==> src/sv/assert_macros.svh <==
// Assertion helpers for the RTL files.
`ifndef ASSERT_MACROS_SVH
`define ASSERT_MACROS_SVH

// Same-cycle implication, disabled during reset.
`define ASSERT_IMPL(label, clk, rst_n, ante, cons) \
  label: assert property (@(posedge clk) disable iff (!rst_n) (ante) |-> (cons)) \
    else $error("implication check failed");

// Next-cycle implication, disabled during reset.
`define ASSERT_NEXT(label, clk, rst_n, ante, cons) \
  label: assert property (@(posedge clk) disable iff (!rst_n) (ante) |=> (cons)) \
    else $error("next-cycle check failed");

`endif

==> src/sv/rxs_pkg.sv <==
package rxs_pkg;

  localparam int WORD_W = 32;
  localparam int CNT_W  = 5;
  localparam int CMD_W  = 2;

  typedef logic [WORD_W-1:0] word_t;

  // Command codes.
  localparam logic [CMD_W-1:0] CMD_SEED     = 2'd0;
  localparam logic [CMD_W-1:0] CMD_FORWARD  = 2'd1;
  localparam logic [CMD_W-1:0] CMD_BACKWARD = 2'd2;

  // Xorshift shift amounts.
  localparam int SHIFT_A = 11;
  localparam int SHIFT_B = 8;
  localparam int SHIFT_C = 19;

  // Seed chain multiplier and the state after reset.
  localparam word_t SEED_MULT    = 32'd1812433253;
  localparam word_t RESET_WORD_0 = 32'd1812433254;
  localparam word_t RESET_WORD_1 = 32'd3713160357;
  localparam word_t RESET_WORD_2 = 32'd3109174145;
  localparam word_t RESET_WORD_3 = 32'd64984499;

  typedef struct packed {
    logic [CMD_W-1:0] command;
    word_t            seed_value;
    logic             use_range;
    word_t            range_low;
    word_t            range_high;
  } in_item_t;

  typedef struct packed {
    word_t random_word;
    word_t ranged_word;
    logic  span_error;
  } out_item_t;

endpackage

==> src/sv/reversible_xorshift128_generator.sv <==
// Step without range use: the result passes through the S_DONE state into the output register.
// Step with range use and a nonempty span: the result waits in S_MOD for the remainder unit.
// Seed: four chained passes of the bit-serial seed multiplier rebuild the state.
// The input stalls until the result enters the output register and the sequencer returns to S_IDLE.
// Synchronous active-low reset loads the fixed initial generator state and empties the output.
`include "assert_macros.svh"

module reversible_xorshift128_generator
  import rxs_pkg::*;
(
  input  logic      clk,
  input  logic      rst_n,
  input  logic      in_valid,
  output logic      in_stall,
  input  in_item_t  in_data,
  output logic      out_valid,
  input  logic      out_stall,
  output out_item_t out_data
);

  localparam logic [1:0] S_IDLE = 2'd0;
  localparam logic [1:0] S_SEED = 2'd1;
  localparam logic [1:0] S_MOD  = 2'd2;
  localparam logic [1:0] S_DONE = 2'd3;

  logic [1:0] state_r, state_nxt;
  word_t      words_r [4];
  word_t      words_nxt [4];
  logic [1:0] seed_idx_r, seed_idx_nxt;
  word_t      low_r, low_nxt;
  word_t      high_r, high_nxt;
  out_item_t  res_r, res_nxt;
  logic       out_valid_r, out_valid_nxt;
  out_item_t  out_data_r, out_data_nxt;

  logic  in_accept;
  word_t fwd_a, fwd_b, fresh;
  word_t bwd_a, bwd_b, lost;
  word_t raw_sel;
  word_t span;
  logic  span_ok;
  word_t seed_w;
  logic  mul_start, mul_done;
  word_t mul_x, mul_prod;
  logic  div_start, div_done;
  word_t div_dividend, div_divisor, div_rem;

  assign in_stall  = (state_r != S_IDLE);
  assign in_accept = in_valid && !in_stall;

  // Forward xorshift step.
  assign fwd_a = words_r[0] ^ (words_r[0] << SHIFT_A);
  assign fwd_b = fwd_a ^ (fwd_a >> SHIFT_B);
  assign fresh = words_r[3] ^ (words_r[3] >> SHIFT_C) ^ fwd_b;

  // Backward step: undo the right shift by 8, then the left shift by 11.
  assign bwd_a = words_r[3] ^ words_r[2] ^ (words_r[2] >> SHIFT_C);
  assign bwd_b = bwd_a ^ (bwd_a >> SHIFT_B) ^ (bwd_a >> (2 * SHIFT_B))
               ^ (bwd_a >> (3 * SHIFT_B));
  assign lost  = bwd_b ^ (bwd_b << SHIFT_A) ^ (bwd_b << (2 * SHIFT_A));

  assign raw_sel = (in_data.command == CMD_FORWARD) ? fresh : words_r[3];
  assign span_ok = in_data.range_high > in_data.range_low;
  assign span    = in_data.range_high - in_data.range_low;

  // Seed chain word for the current index.
  assign seed_w = mul_prod + word_t'(seed_idx_r) + word_t'(1);

  // Sequencer and generator state update.
  always_comb begin
    state_nxt     = state_r;
    words_nxt     = words_r;
    seed_idx_nxt  = seed_idx_r;
    low_nxt       = low_r;
    high_nxt      = high_r;
    res_nxt       = res_r;
    out_valid_nxt = out_valid_r;
    out_data_nxt  = out_data_r;
    mul_start     = 1'b0;
    mul_x         = '0;
    div_start     = 1'b0;
    div_dividend  = raw_sel;
    div_divisor   = span;

    if (out_valid_r && !out_stall) begin
      out_valid_nxt = 1'b0;
    end

    case (state_r)
      S_IDLE: begin
        if (in_accept) begin
          low_nxt   = in_data.range_low;
          high_nxt  = in_data.range_high;
          res_nxt   = '0;
          state_nxt = S_DONE;
          case (in_data.command)
            CMD_SEED: begin
              mul_start    = 1'b1;
              mul_x        = in_data.seed_value ^ (in_data.seed_value >> 30);
              seed_idx_nxt = '0;
              state_nxt    = S_SEED;
            end
            CMD_FORWARD: begin
              words_nxt[0] = words_r[1];
              words_nxt[1] = words_r[2];
              words_nxt[2] = words_r[3];
              words_nxt[3] = fresh;
            end
            CMD_BACKWARD: begin
              words_nxt[3] = words_r[2];
              words_nxt[2] = words_r[1];
              words_nxt[1] = words_r[0];
              words_nxt[0] = lost;
            end
            default: begin
              state_nxt = S_DONE;
            end
          endcase
          // Stepping commands produce a word and maybe a ranged result.
          if (in_data.command == CMD_FORWARD || in_data.command == CMD_BACKWARD) begin
            res_nxt.random_word = raw_sel;
            if (in_data.use_range) begin
              if (span_ok) begin
                div_start = 1'b1;
                state_nxt = S_MOD;
              end else begin
                res_nxt.ranged_word = in_data.range_low;
                res_nxt.span_error  = 1'b1;
              end
            end
          end
        end
      end
      S_SEED: begin
        if (mul_done) begin
          words_nxt[seed_idx_r] = seed_w;
          if (seed_idx_r == 2'd3) begin
            state_nxt = S_DONE;
          end else begin
            seed_idx_nxt = seed_idx_r + 2'd1;
            mul_start    = 1'b1;
            mul_x        = seed_w ^ (seed_w >> 30);
          end
        end
      end
      S_MOD: begin
        if (div_done) begin
          res_nxt.ranged_word = low_r + div_rem;
          state_nxt           = S_DONE;
        end
      end
      S_DONE: begin
        if (!out_valid_r || !out_stall) begin
          out_data_nxt  = res_r;
          out_valid_nxt = 1'b1;
          state_nxt     = S_IDLE;
        end
      end
      default: begin
        state_nxt = S_IDLE;
      end
    endcase
  end

  // Control and generator state registers.
  always_ff @(posedge clk) begin
    if (!rst_n) begin
      state_r     <= S_IDLE;
      out_valid_r <= 1'b0;
      seed_idx_r  <= '0;
      words_r[0]  <= RESET_WORD_0;
      words_r[1]  <= RESET_WORD_1;
      words_r[2]  <= RESET_WORD_2;
      words_r[3]  <= RESET_WORD_3;
    end else begin
      state_r     <= state_nxt;
      out_valid_r <= out_valid_nxt;
      seed_idx_r  <= seed_idx_nxt;
      words_r     <= words_nxt;
    end
  end

  // Payload registers.
  always_ff @(posedge clk) begin
    low_r      <= low_nxt;
    high_r     <= high_nxt;
    res_r      <= res_nxt;
    out_data_r <= out_data_nxt;
  end

  rxs_seed_mult u_mult (
    .clk     (clk),
    .rst_n   (rst_n),
    .start   (mul_start),
    .operand (mul_x),
    .done    (mul_done),
    .product (mul_prod)
  );

  rxs_remainder u_rem (
    .clk       (clk),
    .rst_n     (rst_n),
    .start     (div_start),
    .dividend  (div_dividend),
    .divisor   (div_divisor),
    .done      (div_done),
    .remainder (div_rem)
  );

  assign out_valid = out_valid_r;
  assign out_data  = out_data_r;

  // The remainder pass only runs with a nonempty span.
  `ASSERT_IMPL(a_mod_span, clk, rst_n, state_r == S_MOD, high_r > low_r)
  // Serial units finish only while the sequencer waits for them.
  `ASSERT_IMPL(a_mul_in_seed, clk, rst_n, mul_done, state_r == S_SEED)
  `ASSERT_IMPL(a_div_in_mod, clk, rst_n, div_done, state_r == S_MOD)
  // A finished result moves into a free output register.
  `ASSERT_NEXT(a_done_loads, clk, rst_n, state_r == S_DONE && !(out_valid && out_stall), out_valid)

endmodule

==> src/sv/rxs_seed_mult.sv <==
module rxs_seed_mult
  import rxs_pkg::*;
(
  input  logic  clk,
  input  logic  rst_n,
  input  logic  start,
  input  word_t operand,
  output logic  done,
  output word_t product
);

  logic             run_r;
  logic             done_r;
  logic [CNT_W-1:0] cnt_r;
  word_t            x_r;
  word_t            mc_r;
  word_t            acc_r;
  word_t            acc_nxt;

  // One multiplier bit per cycle: add the shifted operand when the bit is set.
  assign acc_nxt = acc_r + (mc_r[0] ? x_r : '0);

  // Control: run for one pass over the multiplier bits, then pulse done.
  always_ff @(posedge clk) begin
    if (!rst_n) begin
      run_r  <= 1'b0;
      done_r <= 1'b0;
      cnt_r  <= '0;
    end else begin
      done_r <= 1'b0;
      if (start) begin
        run_r <= 1'b1;
        cnt_r <= '0;
      end else if (run_r) begin
        cnt_r <= cnt_r + CNT_W'(1);
        if (cnt_r == CNT_W'(WORD_W - 1)) begin
          run_r  <= 1'b0;
          done_r <= 1'b1;
        end
      end
    end
  end

  // Datapath shift registers.
  always_ff @(posedge clk) begin
    if (start) begin
      x_r   <= operand;
      mc_r  <= SEED_MULT;
      acc_r <= '0;
    end else if (run_r) begin
      x_r   <= {x_r[WORD_W-2:0], 1'b0};
      mc_r  <= {1'b0, mc_r[WORD_W-1:1]};
      acc_r <= acc_nxt;
    end
  end

  assign done    = done_r;
  assign product = acc_r;

endmodule

==> src/sv/rxs_remainder.sv <==
module rxs_remainder
  import rxs_pkg::*;
(
  input  logic  clk,
  input  logic  rst_n,
  input  logic  start,
  input  word_t dividend,
  input  word_t divisor,
  output logic  done,
  output word_t remainder
);

  logic             run_r;
  logic             done_r;
  logic [CNT_W-1:0] cnt_r;
  word_t            quo_r;
  word_t            rem_r;
  word_t            div_r;
  logic [WORD_W:0]  shifted;
  logic [WORD_W:0]  diff;
  word_t            rem_nxt;

  // Restoring step: bring in the next dividend bit, subtract when it fits.
  assign shifted = {rem_r, quo_r[WORD_W-1]};
  assign diff    = shifted - {1'b0, div_r};
  assign rem_nxt = diff[WORD_W] ? shifted[WORD_W-1:0] : diff[WORD_W-1:0];

  // Control: one dividend bit per cycle, then pulse done.
  always_ff @(posedge clk) begin
    if (!rst_n) begin
      run_r  <= 1'b0;
      done_r <= 1'b0;
      cnt_r  <= '0;
    end else begin
      done_r <= 1'b0;
      if (start) begin
        run_r <= 1'b1;
        cnt_r <= '0;
      end else if (run_r) begin
        cnt_r <= cnt_r + CNT_W'(1);
        if (cnt_r == CNT_W'(WORD_W - 1)) begin
          run_r  <= 1'b0;
          done_r <= 1'b1;
        end
      end
    end
  end

  // Datapath shift registers.
  always_ff @(posedge clk) begin
    if (start) begin
      quo_r <= dividend;
      rem_r <= '0;
      div_r <= divisor;
    end else if (run_r) begin
      quo_r <= {quo_r[WORD_W-2:0], 1'b0};
      rem_r <= rem_nxt;
    end
  end

  assign done      = done_r;
  assign remainder = rem_r;

endmodule

==> config.mk <==
export PLATFORM = sky130hd
export DESIGN_NAME = reversible_xorshift128_generator
export DESIGN_NICKNAME = d
export VERILOG_FILES = /design/src/sv/rxs_pkg.sv /design/src/sv/reversible_xorshift128_generator.sv /design/src/sv/rxs_seed_mult.sv /design/src/sv/rxs_remainder.sv
export VERILOG_INCLUDE_DIRS = /design/src /design/src/sv
export SDC_FILE = /design/constraint.sdc
export NUM_CORES = 1
export LEC_CHECK = 0
export BUFFER_PORTS_ARGS = -buffer_cell sky130_fd_sc_hd__buf_2
export CAP_MARGIN = 20
export CELL_PAD_IN_SITES_DETAIL_PLACEMENT = 0
export CELL_PAD_IN_SITES_GLOBAL_PLACEMENT = 1
export CORE_ASPECT_RATIO = 0.5
export CORE_MARGIN = 4
export CORE_UTILIZATION = 45
export CTS_BUF_LIST = sky130_fd_sc_hd__clkbuf_8 sky130_fd_sc_hd__clkbuf_16
export DETAILED_ROUTE_END_ITERATION = 8
export MAX_ROUTING_LAYER = met4
export PLACE_DENSITY = 0.72
export SLEW_MARGIN = 40
export SYNTH_ARGS = -nofsm -noshare
export SYNTH_HDL_FRONTEND = slang
export SYNTH_SLANG_ARGS = --single-unit
==> constraint.sdc <==
create_clock -name clk -period 8.86 [get_ports clk]
set_input_delay 1.329 -clock clk [delete_from_list [all_inputs] [get_ports clk]]
set_output_delay 1.329 -clock clk [all_outputs]
set_load 0.05 [all_outputs]
==> reports/qor.txt, run 1 <==
Leak: 13.5 nW
synthesized instance count: 3006
cell family with the largest share of critical-path delay: buffers and inverters
Cell variety after synth: 72
Area Growth Syn to Fin: 11.6%
synth top area cells: edfxtp_1 26%, dfxtp_1 16%, mux2i_1 6.8%
row count: 65
Detailed Route Iter0 Violations: 1550
WL final: 82100 µm
Final Non-Filler Cells: 3989
Clock Sinks: 500
cts hold-fix bufs: 0
DRC: 0
WP buf/inv: 5
Worst EP arrival: 4930 ps
Die Area: 69700 µm²
Post-Syn Area per Cell: 9.78 µm²
initial antenna violation count: 1
Worst VDD drop: 0.189 mV
All-Layer GR Usage: 23.7%
CTS tree: built
Setup crit start kind: flop
boundary pin count: 170
Critical Path RT: 9120 ps
dpl cell area: 31100 µm²
post-synth top area cell: edfxtp_1
Post-Route Skew: 20.1 ps
CP Capture Type: flop
most frequent cell after synthesis: nand2_1
cells along the critical path: inv_1 -> ha_4 -> clkinv_1 -> nor2_1 -> nand2_2 -> nand2_1 -> buf_4 -> nor2_1 -> clkinv_1 -> buf_4
Final Cycle Share: 52.7%
max-cap violation count: 0
yosys warns: 0
core area: 63800 µm²
crit path max-delay cell type: nor2_1
post-CTS setup buffers: 0
clock slew seen by the registers of the worst setup and hold paths: 70 ps
syn nets: 3258
Worst slew margin: 44.3%
via-per-instance ratio: 5.69
flops & latches, synth: 500
ANT nets after route: 0
max-slew violation count: 0
CTS H-Tree Depth: 2
gpl congestion: 0.908
reg2reg setup slack: 4190 ps
total number of vias: 22700
Tmin final: 4670 ps
half-perimeter wire length after placement: 57100 µm
slew of the pin with the lowest slew margin: 832 ps
status: finished clean
Clk Tree Root Cell: clkbuf_16
Pwr Density: 410 nW/µm²
post-synthesis sequential area ratio: 42.8%
number of buffers created by CTS: 49
PostCTS Resize Cnt: 0
most instantiated cells after synthesis: 285 x nand2_1, 258 x edfxtp_1, 242 x dfxtp_1, 240 x o21ai_0, 227 x xnor2_1
Worst Setup Path Type: reg2reg
vias in the first global route: 22400
DR WL/cell: 20.6 µm
dominant synthesized flop cell: edfxtp_1
total grt overflow: 0
Die W: 370 µm
1st-pass router iterations: 6
Min-Delay Path Class: reg2reg
setup_tns: 0 ps
max incr delay on CP: 650 ps
Finished Core Util: 51.4%
RSZ-0062 raised after global routing: no
Die Y-Extent: 189 µm
Fill cells: 5880
fraction of registers with async set/reset: 0%
first-pass GRT wire length: 128000 µm
number of port buffers: 169
Final Cell Area: 32800 µm²
DP Cell Count: 3895
Initial Util: 46.1%
fmax: 214 MHz
crit path max fanout: 42
Setup violations, final: 0
top-area cell type share of the netlist area: 26.3%
fraction of layout cells with a size suffix above 1: 10.6%
largest net degree at the start of global routing: 90
final hold violations: 0
Nets: 3328
Mapped Area: 29400 µm²
Max Buffers Root-to-Sink: 3
Post-synth EDFFs: 258
clock latency on the worst-skew pair: 600 ps
==> worst paths after layout <==
check             start       endpoint  depth (start not counted)
min reg2reg    res_r[0]    out_data[0]                          0
max          state_r[1]  u_mult.x_r[0]                         10
min            res_r[0]    out_data[0]                          0
max reg2reg  state_r[1]  u_mult.x_r[0]                         10
==> stage by stage <==
step                      total power, mW  hold WS [ps]  worst slack, ps
after floorplan                      9.38           400             2200
after global placement               11.1           401             3730
after detailed placement             11.2           405             3680
after CTS                            13.5           418             4110
after global routing                 14.5           425             3750
final                                13.5           413             4190
==> metal layers <==
metal  track usage (%)  up-vias  wire length (µm)
li1                  -    11100                 -
met1              30.1    11000             37100
met2              39.4      470             38900
met3              4.04      121              3920
met4              6.21        0              2150
met5                 -        -                 0
==> final cells by class <==
type | count | area, µm² | area share (%)
tap | 871 | 1090 | 3.32
sequential | 500 | 12600 | 38.4
inverter | 114 | 430 | 1.31
multi-input combinational | 2213 | 15900 | 48.5
clock inverter | 37 | 323 | 0.984
timing repair buffer | 198 | 1100 | 3.35
antenna | 1 | 2.50 | 0.00762
clock buffer | 55 | 1370 | 4.16
==> kinds of logic (layout without fill, tap and decap cells) <==
family	count (synthesis)	in the layout	synth area share (%)
buffers and inverters	293	404	3.78
other	0	1	0
AND/OR/NAND/NOR	682	682	10.6
multiplexers	203	203	6.92
flip-flops	500	500	42.8
AO/OA/AOI/OAI	837	837	19.1
XOR/XNOR	342	342	10.3
adder cells (fa/ha/maj)	149	149	6.47
==> layout by cell type, fill, tap and decap left out, drive strengths merged, types with 114 or more instances in the layout <==
master	n
a21oi	157
buf	198
dfxtp	242
edfxtp	258
ha	144
inv	121
mux2i	201
nand2	285
nor2	155
o21ai	247
xnor2	228
xor2	114
==> state kept, by name, indices dropped and copies added (netlist names), 2 cells and up <==
signal	flops
u_rem.cnt_r	5
u_rem.quo_r	32
u_rem.div_r	32
words_r	128
u_mult.mc_r	31
u_rem.remainder	32
res_r	65
u_mult.x_r	32
state_r	2
seed_idx_r	2
u_mult.cnt_r	5
u_mult.product	32
out_data	65
low_r	32
==> worst reg2reg max path: stages, from the launching register on <==
cell and delay [ps]:
dfxtp_1 340, inv_1 120, ha_4 500, clkinv_1 460, nor2_1 650, nand2_2 570
nand2_1 180, buf_4 470, nor2_1 280, clkinv_1 390, buf_4 390
==> where the power goes <==
group / internal, mW / switching, mW
clock: 1.26 / 0.975
combinational: 3.00 / 4.29
sequential: 3.27 / 0.660
total: 7.52 / 5.93
(Power assumes the default switching activity.)
==> inputs of run 2 (changes only) <==
CORE_UTILIZATION = 44   (was 45)
PLACE_DENSITY = 0.74   (was 0.72)
clock period = 4 ns   (was 8.86 ns; I/O delays follow)
==> run 2 against run 1 <==
Effect of this change:
- clock power grew 120%
- non-clock buffer count grew 29
- via count grew 1.0%
- power grew 120%
- sequential cell count is the same
- sequential share of layout area shrank 0.26 points
- combinational power grew 120%
- register-to-register slack lost 3700 ps
- global-route usage shrank 0.93 points
- routed wire length shrank 0.84%
- count of clock-buffer cells in the layout grew 1
- largest power group unchanged
==> reports/qor.txt, run 2 (synthesis results as in run 1) <==
row count: 66 (+1.5%)
first-pass GRT wire length: 127000 µm (-0.92%)
Worst EP arrival: 3790 ps (-1140 ps)
clock latency on the worst-skew pair: 600 ps (about the same)
Fill cells: 6179 (+5.1%)
largest net degree at the start of global routing: 121 (+34%)
post-CTS setup buffers: 0 (unchanged)
ANT nets after route: 0 (unchanged)
via-per-instance ratio: 5.68 (about the same)
WL met2: 38700 µm (-0.49%)
Largest register FFs: 128 (unchanged)
capture point of the worst path: res_r[26]
Min-Delay Path Class: in2reg
status: finished clean
diode count: 0 (-1)
Post-Route Skew: 28.4 ps (+8.30 ps)
Detailed Route Iter0 Violations: 1490 (-3.9%)
gpl congestion: 0.885 (-2.6%)
fraction of layout cells with a size suffix above 1: 11.3% (+0.75 points)
initial antenna violation count: 1 (unchanged)
All-Layer GR Usage: 22.8% (-0.93 points)
Nets: 3358 (+0.90%)
PostCTS Resize Cnt: 0 (unchanged)
CTS H-Tree Depth: 2 (unchanged)
commonest non-fill, non-tap cell in the layout: nand2_1
slew of the pin with the lowest slew margin: 888 ps (+55.6 ps)
Leak: 13.6 nW (+0.85%)
half-perimeter wire length after placement: 57200 µm (+0.32%)
hold path depth: 1 (+1)
1st-pass router iterations: 5 (-1)
Initial Util: 44.8% (-1.2 points)
Pwr Density: 908 nW/µm² (+120%)
DR WL/cell: 20.2 µm (-1.9%)
max-cap violation count: 0 (unchanged)
Critical Path RT: 4320 ps (-4800 ps)
DRC: 0 (unchanged)
WL final: 81400 µm (-0.84%)
Tmin final: 3470 ps (-1200 ps)
max incr delay on CP: 460 ps (-190 ps)
RR Startpoint: low_r[1]
cells along the critical path: ha_1 -> a211oi_1 -> o21bai_1 -> o21a_1 -> a41o_1 -> a311o_1 -> a31oi_4 -> o21ai_2 -> a31oi_1 -> xor2_1 -> o21ai_0
Reg-to-Reg End: res_r[26]
CTS tree: built
RSZ-0062 raised after global routing: no
fmax: 288 MHz (+35%)
final hold violations: 0 (unchanged)
Final Cycle Share: 86.7% (+34 points)
Worst VDD drop: 0.404 mV (+110%)
crit path max-delay cell type: a311o_1
crit path max fanout: 5 (-88%)
Reg2Reg Depth: 11 (+1)
Die W: 374 µm (+1.1%)
Top Metal Used: met4
total number of vias: 22900 (+1.0%)
Worst Setup Path Type: reg2reg
M1 WL: 37200 µm (+0.32%)
max-slew violation count: 0 (unchanged)
total grt overflow: 0 (unchanged)
Setup crit start kind: flop
multi-input logic area: 15800 µm² (-0.46%)
CP Capture Type: flop
largest register by flop count: words_r
vias in the first global route: 22000 (-1.8%)
Die Y-Extent: 191 µm (+1.1%)
Critical Path Start: low_r[1]
number of port buffers: 169 (unchanged)
Die Area: 71300 µm² (+2.2%)
Reg area: 12600 µm² (unchanged)
core area: 65600 µm² (+2.7%)
metal3 WL: 3850 µm (-1.6%)
most frequent cells in the layout: 281 x nand2_1, 258 x edfxtp_1, 240 x dfxtp_1, 239 x o21ai_0, 223 x xnor2_1
cts hold-fix bufs: 0 (unchanged)
Area Growth Syn to Fin: 12.4%
reg2reg setup slack: 530 ps (-3660 ps)
pre-CTS setup slack: 70.6 ps (-3610 ps)
Clk Tree Root Cell: clkbuf_16
number of buffers created by CTS: 50 (+2.0%)
boundary pin count: 170 (unchanged)
Clock Sinks: 500 (unchanged)
setup ws final: 532 ps (-3660 ps)
Max Buffers Root-to-Sink: 3 (unchanged)
clock slew seen by the registers of the worst setup and hold paths: 70 ps (about the same)
Worst slew margin: 40.6% (-3.7 points)
setup_tns: 0 ps (unchanged)
Setup violations, final: 0 (unchanged)
## run 2: cell count changes in the layout (fill, tap and decap cells not counted), moves of 5 or more
cell / before / now
clkinv_1: 10 / 4
buf_12: 1 / 8
xor2_1: 107 / 112
buf_4: 23 / 48
xor2_2: 7 / 2
## run 2: layout make-up
class	instances	area share (%)
multi-input cells	2213	47.9
flip-flops and latches	500	38.1
repair buffers	227	4.22
clock buffers	56	4.10
well taps	884	3.35
inverters	114	1.30
clock inverters	38	0.977
## run 2: metrics by stage
stage | instance area [µm²] | power [mW] | util [%] | cells | hold WS, ps
2_1_floorplan | 29400 | 20.8 | - | 3006 | 400
3_3_place_gp | 31300 | 24.9 | 47.8 | 3938 | 402
3_5_place_dp | 31300 | 25.0 | 47.8 | 3938 | 405
4_1_cts | 33000 | 30.0 | 50.4 | 4032 | 165
5_1_grt | 33000 | 32.1 | 50.4 | 4032 | 172
6_report | 33000 | 30.0 | 50.4 | 4032 | 202
## run 2: how the worst min path moves through the flow
stage,to,slack [ps],startpoint
4_1_cts,low_r[3],170,in_data[35]
6_report,low_r[4],200,in_data[36]
5_1_grt,low_r[5],170,in_data[37]
2_1_floorplan,out_data[0],400,res_r[0]
3_5_place_dp,out_data[22],400,res_r[22]
3_3_place_gp,out_data[11],400,res_r[11]
## run 2: power breakdown
| group | total (mW) | switching, mW | internal (mW) | leakage, nW |
|---|---|---|---|---|
| sequential | 8.67 | 1.44 | 7.24 | 4.41 |
| clock | 4.90 | 2.23 | 2.67 | 0.847 |
| combinational | 16.4 | 9.61 | 6.83 | 8.36 |
## run 2: worst max-delay path, delay by kind of cell, from the launching register on
kind,cells,cell delay (ps)
adders and majority gates,1,330
DFF,1,410
AOI/OAI and AO/OA,9,2250
xor gates and xnor gates,1,180
## run 2: layer usage
layer	GRT usage, %	vias up
li1	-	11100
met1	29.7	11100
met2	38.5	579
met3	2.75	116
met4	4.70	0
met5	-	-
==> inputs of run 3 (changes only) <==
SYNTH_HIERARCHICAL = 1   (was unset)
==> run 3 against run 2 <==
Effect of this change:
- sequential power down 2%
- maximum frequency up 1.9%
- global-route usage up 1.5 points
- sequential share of layout area down 1.4 points
- first-iteration DRC count up 22%
- power down 6.6%
- via count up 5.7%
- combinational power down 11%
==> reports/qor.txt, run 3 <==
WL met2: 42200 µm (+8.9%)
final hold violations: 0 (unchanged)
Tmin final: 3400 ps (-63.8 ps)
fraction of registers with async set/reset: 0% (unchanged)
commonest non-fill, non-tap cell in the layout: nand2_1
fmax: 294 MHz (+1.9%)
dominant synthesized flop cell: edfxtp_1
Post-Synth Simple-Gate Area: 12.8% (+2.2 points)
ANT nets after route: 0 (unchanged)
most frequent cell after synthesis: nand2_1
setup_tns: 0 ps (unchanged)
Worst EP arrival: 3890 ps (+100 ps)
Post-synth EDFFs: 258 (unchanged)
total number of vias: 24200 (+5.7%)
Max Buffers Root-to-Sink: 3 (unchanged)
largest register by flop count: words_r
Worst Setup Path Type: reg2reg
gpl congestion: 0.916 (+3.5%)
via-per-instance ratio: 5.73 (+0.79%)
Die W: 381 µm (+2.0%)
post-synth top area cell: edfxtp_1
post-CTS setup buffers: 0 (unchanged)
Die Y-Extent: 195 µm (+2.0%)
fraction of layout cells with a size suffix above 1: 13.9% (+2.6 points)
1st-pass router iterations: 5 (unchanged)
CTS H-Tree Depth: 2 (unchanged)
Initial Util: 44.4% (-0.40 points)
Fill cells: 6409 (+3.7%)
Top Metal Used: met4
half-perimeter wire length after placement: 65000 µm (+14%)
status: finished clean
Setup crit start kind: flop
Pwr Density: 818 nW/µm² (-10%)
largest family of logic cells by synthesized area: compound AO/OA/AOI/OAI gates
WL final: 90300 µm (+11%)
PostCTS Resize Cnt: 0 (unchanged)
number of port buffers: 169 (unchanged)
Min-Delay Path Class: in2reg
total grt overflow: 0 (unchanged)
mux contribution to synthesized area: 7.76% (+0.84 points)
All-Layer GR Usage: 24.3% (+1.5 points)
Detailed Route Iter0 Violations: 1821 (+22%)
core area: 68900 µm² (+5.1%)
largest net degree at the start of global routing: 66 (-45%)
cts hold-fix bufs: 0 (unchanged)
Mapped Area: 30600 µm² (+4.2%)
clock latency on the worst-skew pair: 640 ps (+40 ps)
Cell variety after synth: 97 (+35%)
syn nets: 3432 (+5.3%)
top-area cell type share of the netlist area: 25.3% (-1.1 points)
DR WL/cell: 21.4 µm (+5.7%)
slew of the pin with the lowest slew margin: 922 ps (+34.2 ps)
row count: 68 (+3.0%)
Area Growth Syn to Fin: 12.0%
initial antenna violation count: 3 (+2)
crit path max fanout: 36 (+31)
compound-cell area share of the yosys netlist: 18.8% (-0.31 points)
DRC: 0 (unchanged)
number of buffers created by CTS: 50 (unchanged)
Nets: 3525 (+5.0%)
CP Capture Type: flop
max-cap violation count: 0 (unchanged)
Final Cell Area: 34300 µm² (+3.8%)
CTS tree: built
vias in the first global route: 23500 (+6.8%)
post-synthesis adder-cell area fraction: 6.21% (-0.26 points)
dpl cell area: 32600 µm² (+4.0%)
Synth Area in XOR/XNOR: 9.24% (-1.0 points)
setup ws final: 596 ps (+63.8 ps)
first-pass GRT wire length: 138000 µm (+9.1%)
yosys warns: 6 (+6)
Largest register FFs: 128 (unchanged)
Setup violations, final: 0 (unchanged)
Worst VDD drop: 0.409 mV (+1.1%)
Leak: 13.4 nW (-1.6%)
pre-CTS setup slack: 308 ps (+238 ps)
M1 WL: 41000 µm (+10%)
boundary pin count: 170 (unchanged)
Clk Tree Root Cell: clkbuf_16
synth top area cells: edfxtp_1 25%, dfxtp_1 16%, xnor2_1 6.5%
metal3 WL: 4530 µm (+18%)
Post-Syn Area per Cell: 9.63 µm² (-1.5%)
clock slew seen by the registers of the worst setup and hold paths: 70 ps (about the same)
max-slew violation count: 0 (unchanged)
Final Cycle Share: 85.1% (-1.6 points)
synthesized instance count: 3180 (+5.8%)
RSZ-0062 raised after global routing: no
Critical Path RT: 4480 ps (+160 ps)
most frequent cells in the layout: 316 x nand2_1, 258 x edfxtp_1, 240 x dfxtp_1, 226 x xnor2_1, 174 x nor2_1
Die Area: 74100 µm² (+4.0%)
post-synthesis sequential area ratio: 41.1% (-1.7 points)
flops & latches, synth: 500 (unchanged)
Post-Route Skew: 25.7 ps (-2.68 ps)
most instantiated cells after synthesis: 320 x nand2_1, 258 x edfxtp_1, 242 x dfxtp_1, 228 x xnor2_1, 177 x nor2_1
Clock Sinks: 500 (unchanged)
Worst slew margin: 38.1% (-2.5 points)
## run 3: cell types whose count changed after synthesis, sizes merged, moves of 33 or more
cell    previous run  this run
o211a             51        18
mux2               2        89
nand2            285       321
and2              38        84
o21ai            247       185
mux2i            201       137
o221ai           103        61
## run 3: cell families after synthesis
kind of cell,after synthesis
flops,500
fa+ha+maj,149
simple gates,826
xor+xnor,323
buf+inv,306
mux,226
compound gates,850
## run 3: final cells by class
class,instances,area (µm²),area share (%)
inverter,115,434,1.27
timing repair buffer,232,1490,4.33
tap,910,1140,3.32
antenna,4,10.0,0.0292
clock buffer,53,1290,3.77
multi-input combinational,2374,16900,49.4
sequential,500,12600,36.7
clock inverter,41,409,1.19
## run 3: path summary, 6_finish.rpt
path / startpoint / depth (start not counted) / to / slack (ps)
max reg2reg: u_rem/quo_r[31] / 11 / u_rem/remainder[24] / 600
min reg2reg: res_r[48] / 0 / out_data[48] / 420
min: in_data[47] / 1 / low_r[15] / 170
max: u_rem/quo_r[31] / 11 / u_rem/remainder[24] / 600
## run 3: per-stage QoR
step | total power, mW | util [%] | hold slack, ps | std cells
6_report | 28.1 | 49.8 | 175 | 4229
5_1_grt | 30.0 | 49.8 | 153 | 4229
4_1_cts | 28.1 | 49.7 | 137 | 4225
3_5_place_dp | 23.0 | 47.3 | 406 | 4131
3_3_place_gp | 22.9 | 47.1 | 404 | 4128
2_1_floorplan | 19.0 | - | 400 | 3180
## run 3: worst max-delay path: stages (launching register included)
cell	delay, ps
edfxtp_1	500
inv_1	80
ha_1	240
fa_1	420
nand2b_1	190
a21o_1	220
a211oi_2	430
o21ai_2	140
mux2i_2	260
nand2_4	330
a31oi_1	330
a211oi_1	110
## run 3: power breakdown
group          switching (mW)  internal [mW]
Combinational            8.69           5.90
Clock                    2.23           2.76
Sequential               1.36           7.12
## run 3: metal layers
layer  vias up  global-route usage, %
met4         0                   7.43
met3       150                   3.65
met2       611                   39.2
met5         -                      -
li1      11800                      -
met1     11700                   31.8
